==> config.mk <==
export PLATFORM = sky130hd
export DESIGN_NAME = sct_ctrl
export DESIGN_NICKNAME = d
export VERILOG_FILES = /design/src/hdl/sct_pkg.sv /design/src/hdl/sct_ctrl.sv
export SDC_FILE = /design/constraint.sdc
export NUM_CORES = 1
export LEC_CHECK = 0
export ABC_AREA = 1
export BUFFER_PORTS_ARGS = -buffer_cell sky130_fd_sc_hd__clkbuf_2
export CORE_MARGIN = 10
export CORE_UTILIZATION = 40
export DETAILED_ROUTE_END_ITERATION = 16
export PLACE_DENSITY_LB_ADDON = 0.1
export SLEW_MARGIN = 20
export SYNTH_ARGS = -nofsm -noshare
export SYNTH_HDL_FRONTEND = slang
export SYNTH_SLANG_ARGS = --single-unit
==> constraint.sdc <==
create_clock -name clk -period 1.65 [get_ports clk]
set_clock_uncertainty 0.1 [all_clocks]
set_input_delay 0.33 -clock clk [delete_from_list [all_inputs] [get_ports clk]]
set_output_delay 0.33 -clock clk [all_outputs]
set_load 0.05 [all_outputs]
==> src/hdl/sct_pkg.sv <==
// ----------------------------------------------------------------------------
// sct_pkg
// shared types and constants for the sorted counter table
// ----------------------------------------------------------------------------
package sct_pkg;

    localparam int COUNTERS   = 256;
    localparam int COUNT_BITS = 16;
    localparam int ID_BITS    = $clog2(COUNTERS);
    localparam int N_BITS     = ID_BITS + 1;

    typedef logic [ID_BITS-1:0]           id_t;
    typedef logic [N_BITS-1:0]            cnt_t;
    typedef logic signed [COUNT_BITS-1:0] val_t;

    localparam logic [2:0] KIND_INC   = 3'd0;
    localparam logic [2:0] KIND_DEC   = 3'd1;
    localparam logic [2:0] KIND_RANGE = 3'd2;
    localparam logic [2:0] KIND_RDID  = 3'd3;
    localparam logic [2:0] KIND_RDRK  = 3'd4;

    localparam logic [1:0] ST_OK     = 2'd0;
    localparam logic [1:0] ST_RANGE  = 2'd1;
    localparam logic [1:0] ST_REFUSE = 2'd2;

    typedef enum logic [4:0] {
        S_IDLE,
        S_CLEAR,
        S_RANK_RD,
        S_RANK_WT,
        S_VAL_RD,
        S_VAL_WT,
        S_SRCH_RD,
        S_SRCH_WT,
        S_SRCH_UPD,
        S_X_RD,
        S_X_WT,
        S_SWAP_RD,
        S_SWAP_WT,
        S_WR_P,
        S_WR_X,
        S_WR_MAP_A,
        S_WR_MAP_B,
        S_RANGE2,
        S_DONE
    } state_t;

    // datapath commands
    typedef enum logic [4:0] {
        C_NONE,
        C_LOAD,
        C_CLEAR,
        C_RD_RANK,
        C_RD_VAL_P,
        C_CAP_VAL,
        C_SRCH_INIT_LO,
        C_SRCH_INIT_HI,
        C_SRCH_RD,
        C_SRCH_STEP,
        C_FIX_X,
        C_RD_X,
        C_CAP_X,
        C_RD_SWAP,
        C_CAP_SWAP,
        C_WR_P,
        C_WR_X,
        C_WR_MAP_A,
        C_WR_MAP_B,
        C_SAVE_LO,
        C_FIN_RANGE,
        C_FIN_STATUS,
        C_FIN_READ_ID,
        C_FIN_READ_RANK,
        C_CAP_RANK
    } cmd_t;

    typedef struct packed {
        logic clear_last;
        logic srch_done;
        logic id_bad;
        logic rank_bad;
        logic at_limit;
    } stat_t;

endpackage

==> src/hdl/sct_ctrl.sv <==
// ----------------------------------------------------------------------------
// sct_ctrl
// sequencer for searches, swaps and reads
// ----------------------------------------------------------------------------
module sct_ctrl (
    input  logic           clk,
    input  logic           rst_n,
    input  logic           in_valid,
    output logic           in_ready,
    output logic           out_valid,
    input  logic           out_ready,
    input  logic [2:0]     kind,
    input  logic signed [15:0] low_value,
    input  logic signed [15:0] high_value,
    input  sct_pkg::stat_t stat,
    output sct_pkg::cmd_t  cmd
);
    import sct_pkg::*;

    state_t state_reg, state_next;
    logic   second_reg, second_next;
    logic [2:0] kind_reg;

    always_ff @(posedge clk or negedge rst_n)
    begin
        if (!rst_n)
        begin
            state_reg  <= S_CLEAR;
            second_reg <= 1'b0;
            kind_reg   <= '0;
        end
        else
        begin
            state_reg  <= state_next;
            second_reg <= second_next;
            if (in_valid && in_ready)
                kind_reg <= kind;
        end
    end

    always_comb
    begin
        state_next  = state_reg;
        second_next = second_reg;
        cmd         = C_NONE;
        in_ready    = 1'b0;
        out_valid   = 1'b0;
        case (state_reg)
            S_CLEAR:
            begin
                cmd = C_CLEAR;
                if (stat.clear_last) state_next = S_IDLE;
            end
            S_IDLE:
            begin
                in_ready = 1'b1;
                if (in_valid)
                begin
                    cmd = C_LOAD;
                    second_next = 1'b0;
                    if (kind == KIND_RANGE)
                        state_next = (high_value >= low_value) ? S_SRCH_UPD : S_DONE;
                    else if (kind == KIND_RDRK)
                        state_next = S_VAL_RD;
                    else if (kind <= KIND_RDID)
                        state_next = S_RANK_RD;
                    else
                        state_next = S_DONE;
                end
            end
            S_RANK_RD: state_next = S_RANK_WT;
            S_RANK_WT:
            begin
                if (stat.id_bad || stat.rank_bad)
                begin
                    cmd = C_FIN_STATUS; state_next = S_DONE;
                end
                else
                begin
                    cmd = C_RD_VAL_P; state_next = S_VAL_WT;
                end
            end
            S_VAL_RD:
            begin
                if (stat.id_bad)
                begin
                    cmd = C_FIN_STATUS; state_next = S_DONE;
                end
                else
                begin
                    cmd = C_FIN_READ_RANK; state_next = S_VAL_WT;
                end
            end
            S_VAL_WT:
            begin
                if (kind_reg == KIND_RDRK)
                begin
                    cmd = C_FIN_READ_RANK; state_next = S_DONE;
                end
                else
                begin
                    cmd = C_CAP_RANK; state_next = S_X_RD;
                end
            end
            S_X_RD:
            begin
                if (kind_reg == KIND_RDID)
                begin
                    cmd = C_FIN_READ_ID; state_next = S_DONE;
                end
                else
                begin
                    cmd = C_CAP_VAL;
                    state_next = stat.at_limit ? S_DONE : S_SRCH_UPD;
                end
            end
            S_SRCH_UPD:
            begin
                cmd = second_reg ? C_SRCH_INIT_HI : C_SRCH_INIT_LO;
                state_next = S_SRCH_RD;
            end
            S_SRCH_RD:
            begin
                if (stat.srch_done)
                begin
                    if (kind_reg == KIND_RANGE)
                    begin
                        if (second_reg)
                        begin
                            cmd = C_FIN_RANGE; state_next = S_DONE;
                        end
                        else
                        begin
                            cmd = C_SAVE_LO; second_next = 1'b1;
                            state_next = S_SRCH_UPD;
                        end
                    end
                    else
                    begin
                        cmd = C_FIX_X; state_next = S_SWAP_RD;
                    end
                end
                else
                begin
                    cmd = C_SRCH_RD; state_next = S_SRCH_WT;
                end
            end
            S_SRCH_WT:
            begin
                cmd = C_SRCH_STEP; state_next = S_SRCH_RD;
            end
            S_SWAP_RD:
            begin
                cmd = C_RD_X; state_next = S_X_WT;
            end
            S_X_WT:
            begin
                cmd = C_CAP_X; state_next = S_SWAP_WT;
            end
            S_SWAP_WT:
            begin
                cmd = C_RD_SWAP; state_next = S_RANGE2;
            end
            S_RANGE2:
            begin
                cmd = C_CAP_SWAP; state_next = S_WR_P;
            end
            S_WR_P:
            begin
                cmd = C_WR_P; state_next = S_WR_X;
            end
            S_WR_X:
            begin
                cmd = C_WR_X; state_next = S_WR_MAP_A;
            end
            S_WR_MAP_A:
            begin
                cmd = C_WR_MAP_A; state_next = S_WR_MAP_B;
            end
            S_WR_MAP_B:
            begin
                cmd = C_WR_MAP_B; state_next = S_DONE;
            end
            S_DONE:
            begin
                out_valid = 1'b1;
                if (out_ready) state_next = S_IDLE;
            end
            default: state_next = S_IDLE;
        endcase
    end

endmodule

==> key figures <==
Run status
  • Status: complete, but fails checks
  • Violations in the final reports: setup timing

Clock network
  • Clock transition at the registers of the reported paths: about 0.060 ns
  • Clock H-tree levels: 1
  • Clk sink count: 9
  • CTS tree: done
  • CTS buffer count: 3
  • Insertion delay of the later-clocked pin in the worst-skew pair: about 0.25 ns
  • Clock Tree Buf Depth: 2
  • Root cell of the clock tree: sky130_fd_sc_hd__clkbuf_4

Drt
  • Number of remaining DRC errors: 0
  • Final ANT Viol Nets: 0
  • Via density: slightly below 5
  • Detailed Routing Iterations Pass 1: 4
  • Number of vias after detailed routing: between 1500 and 2000
  • Routed len/inst: ~13 um
  • Count of routing violations after the opening detailed-route iteration: 95
  • Overall routed net length: a little under 5000 um

Critical path
  • CP Capture Type: output port
  • Critical Path Source Type: register
  • Register-to-register path setup slack: -0.20 ns
  • Largest fanout on the critical path: 5
  • Worst Path Required: 1.22 ns
  • Arrival time worst endpoint: about 1.8 ns
  • Crit Path Category: register to output port

Floorplanning
  • FP Rows: 21
  • Ports placed on the boundary: 51
  • Placeable core region: 3340 um2
  • Initial standard-cell utilization of the core: a little over two fifths
  • Area of the die: just over 6000 um2
  • Vertical die dimension: slightly below 80 um
  • Die width: between 70 and 80 um

STA
  • Share of the clock period used by the worst path after layout: 134%
  • Max Transition Viols Final: 0
  • Count of final setup violators: 12
  • Fin worst setup slack: -0.557 ns
  • Slew at the pin with the worst max-slew slack: 0.446 ns
  • Final hold violation count: 0
  • Setup repair after global routing missed its margin: yes
  • Shortest period the worst path allows: between 2 and 2.5 ns
  • Max-slew headroom at the worst pin: approximately 70%
  • FMAX: 0.453 GHz

Power
  • Clock share of power: 4.8%
  • Relative contribution of sequential cells to total power: 12.3%
  • Internal Power: approximately 1.7 mW
  • Sw power: 1.65 mW
  • Leakage power: around 1.4 nW
  • Power per Cell Area: approximately 1400 nW/um2
  • Fraction of power consumed by combinational cells: 82.9%
  • Maximum ir drop on the vdd rail: 0.999 mV
  • Switching power as a share of total power: around 50%

Logic synthesis
  • Number of warnings issued by yosys: 0
  • Post-synthesis cell count: around 240
  • Sequential fraction of the synthesis area: around 16%
  • Post-Synthesis Mean Instance Area: 5.88 um2
  • Yosys cell types: 24
  • Ranking of synthesized cells by area: sky130_fd_sc_hd__nand2_1, sky130_fd_sc_hd__inv_1, sky130_fd_sc_hd__dfrtp_1
  • Dominant combinational cell family by area after synthesis: simple AND/OR/NAND/NOR gates
  • Share of synthesized cell area in full adder, half adder and majority cells: 14.4%
  • Mux cell area share after synthesis: 0%
  • Syn_nets: about 300
  • Cell taking the most area after synthesis: sky130_fd_sc_hd__nand2_1
  • Fraction of synthesized cell area taken by the top area cell type: between 15 and 20%
  • Compound-Gate Fraction of Synth Area: about 15%
  • #FFs+latches synth: 9
  • Simple-gate share of the synthesized area: about two fifths
  • Combined area of all synthesized cells: ~1400 um2
  • Post-synthesis share of cell area spent on xor and xnor gates: 0%

GRT
  • Global-route wire length before repair: roughly 8500 um
  • Via count of the first global-routing pass: roughly 2000
  • Maximum number of pins on one net before global-route repair: 10
  • Initial antenna violation count: 0
  • Global-route congestion overflow total: 0
  • Global routing usage summed across all routing layers: around 16%

Placement
  • Dpl cells: 380
  • Post-Place Worst Slack: -0.321 ns
  • RePlAce Congestion: 0.889
  • Placed wire-length estimate: around 4000 um
  • Count of input and output buffers: 50

Layout
  • Most common cell after layout, fill and taps aside: sky130_fd_sc_hd__buf_4
  • Number of nets in the layout: 406
  • Commonest cells after routing, fill and taps aside: sky130_fd_sc_hd__buf_4, sky130_fd_sc_hd__inv_1, sky130_fd_sc_hd__nand2_1
  • Diode count: 0
  • Area growth from synthesis to final layout: 78.7%
  • Share of layout cells above drive strength 1: 49.0%
  • Number of flip-flops under the largest register name: 5
  • Non-filler cells, final: 391

Min path
  • Type of the tightest min-delay check: primary input to register

Run
  • Number of max-capacitance violations reported: 0
-- Yosys cell counts --
cell type,n
sky130_fd_sc_hd__a211oi_1,3
sky130_fd_sc_hd__a21boi_1,1
sky130_fd_sc_hd__a21oi_1,11
sky130_fd_sc_hd__and3_1,1
sky130_fd_sc_hd__dfrtp_1,8
sky130_fd_sc_hd__dfstp_2,1
sky130_fd_sc_hd__ha_1,16
sky130_fd_sc_hd__inv_1,54
sky130_fd_sc_hd__inv_2,5
sky130_fd_sc_hd__nand2_1,58
sky130_fd_sc_hd__nand2_2,1
sky130_fd_sc_hd__nand3_1,7
sky130_fd_sc_hd__nand3b_1,1
sky130_fd_sc_hd__nand4_1,5
sky130_fd_sc_hd__nor2_1,22
sky130_fd_sc_hd__nor2_2,3
sky130_fd_sc_hd__nor2_4,2
sky130_fd_sc_hd__nor3_1,12
sky130_fd_sc_hd__nor3_2,3
sky130_fd_sc_hd__nor4_2,1
sky130_fd_sc_hd__o2111ai_1,4
sky130_fd_sc_hd__o21ai_0,13
sky130_fd_sc_hd__o22ai_1,3
sky130_fd_sc_hd__or2_2,1
-- metal layers --
metal	track usage, %	vias to the layer above	wire length, um
met5	0	-	0
met1	18.2	829	2120
met3	3.38	13	311
met4	3.23	0	126
li1	-	987	-
met2	29.6	56	2390
-- cells by family (layout without fill, tap and decap cells) --
| family | count (synthesis) | in the layout |
|---|---|---|
| and+or+nand+nor | 117 | 117 |
| buffers and inverters | 59 | 168 |
| AOI/OAI and AO/OA | 35 | 35 |
| adders and majority gates | 16 | 16 |
| DFF | 9 | 9 |
-- what timing repair did --
| action | CTS | global route |
|---|---|---|
| hold buffers | 1 | 0 |
| pin swaps | 7 | 4 |
| endpoints found under the hold margin | 8 | 0 |
| resized for setup | 34 | 13 |
| setup buffers | 1 | 6 |
| endpoints found under the setup margin | 12 | 13 |
-- worst paths after layout --
kind                              start            to  cells past startpoint
setup / recovery           state_reg[4]        cmd[1]                     10
hold / removal                  kind[0]   kind_reg[0]                      3
setup reg to reg           state_reg[3]  state_reg[3]                     11
hold reg to reg             kind_reg[2]   kind_reg[2]                      2
max in group asynchronous         rst_n  state_reg[0]                      2
min in group asynchronous         rst_n   kind_reg[1]                      2
-- power groups by stage --
| stage | clock (mW) | combinational, mW | sequential, mW |
|---|---|---|---|
| final | 0.163 | 2.80 | 0.415 |
| after global routing | 0.177 | 3.04 | 0.433 |
| after CTS | 0.168 | 2.67 | 0.423 |
| after detailed placement | 0 | 2.49 | 0.415 |
| after global placement | 0 | 2.48 | 0.413 |
| after floorplan | 0 | 1.30 | 0.402 |
-- critical path, stage by stage (launching register included) --
cell,delay (ns)
sky130_fd_sc_hd__dfrtp_2,0.45
sky130_fd_sc_hd__nor3_4,0.20
sky130_fd_sc_hd__inv_2,0.08
sky130_fd_sc_hd__nor2_4,0.14
sky130_fd_sc_hd__inv_4,0.07
sky130_fd_sc_hd__nor2_4,0.10
sky130_fd_sc_hd__inv_4,0.06
sky130_fd_sc_hd__nor2_4,0.09
sky130_fd_sc_hd__nor2_2,0.05
sky130_fd_sc_hd__nand4_1,0.13
sky130_fd_sc_hd__buf_12,0.15
-- per-stage QoR --
| step | instance area [um2] | total power, mW | TNS, ns | util, % | hold slack (ns) |
|---|---|---|---|---|---|
| 2_1_floorplan | 1470 | 1.70 | -1.35 | - | -0.0656 |
| 3_3_place_gp | 2240 | 2.90 | -2.52 | 67.2 | 0.0993 |
| 3_5_place_dp | 2240 | 2.90 | -2.44 | 67.2 | 0.0998 |
| 4_1_cts | 2410 | 3.26 | -3.36 | 72.2 | 0.208 |
| 5_1_grt | 2480 | 3.65 | -4.99 | 74.4 | 0.241 |
| 6_report | 2480 | 3.38 | -3.56 | 74.4 | 0.213 |
-- area by class of cell --
type / count / area (um2)
inverters: 59 / 226
fillers: 298 / 855
repair buffers: 105 / 782
flip-flops and latches: 9 / 229
multi-input cells: 168 / 1160
clock buffers: 4 / 26.3
well taps: 46 / 57.6
Note: power is estimated with default switching activity, not from simulation.
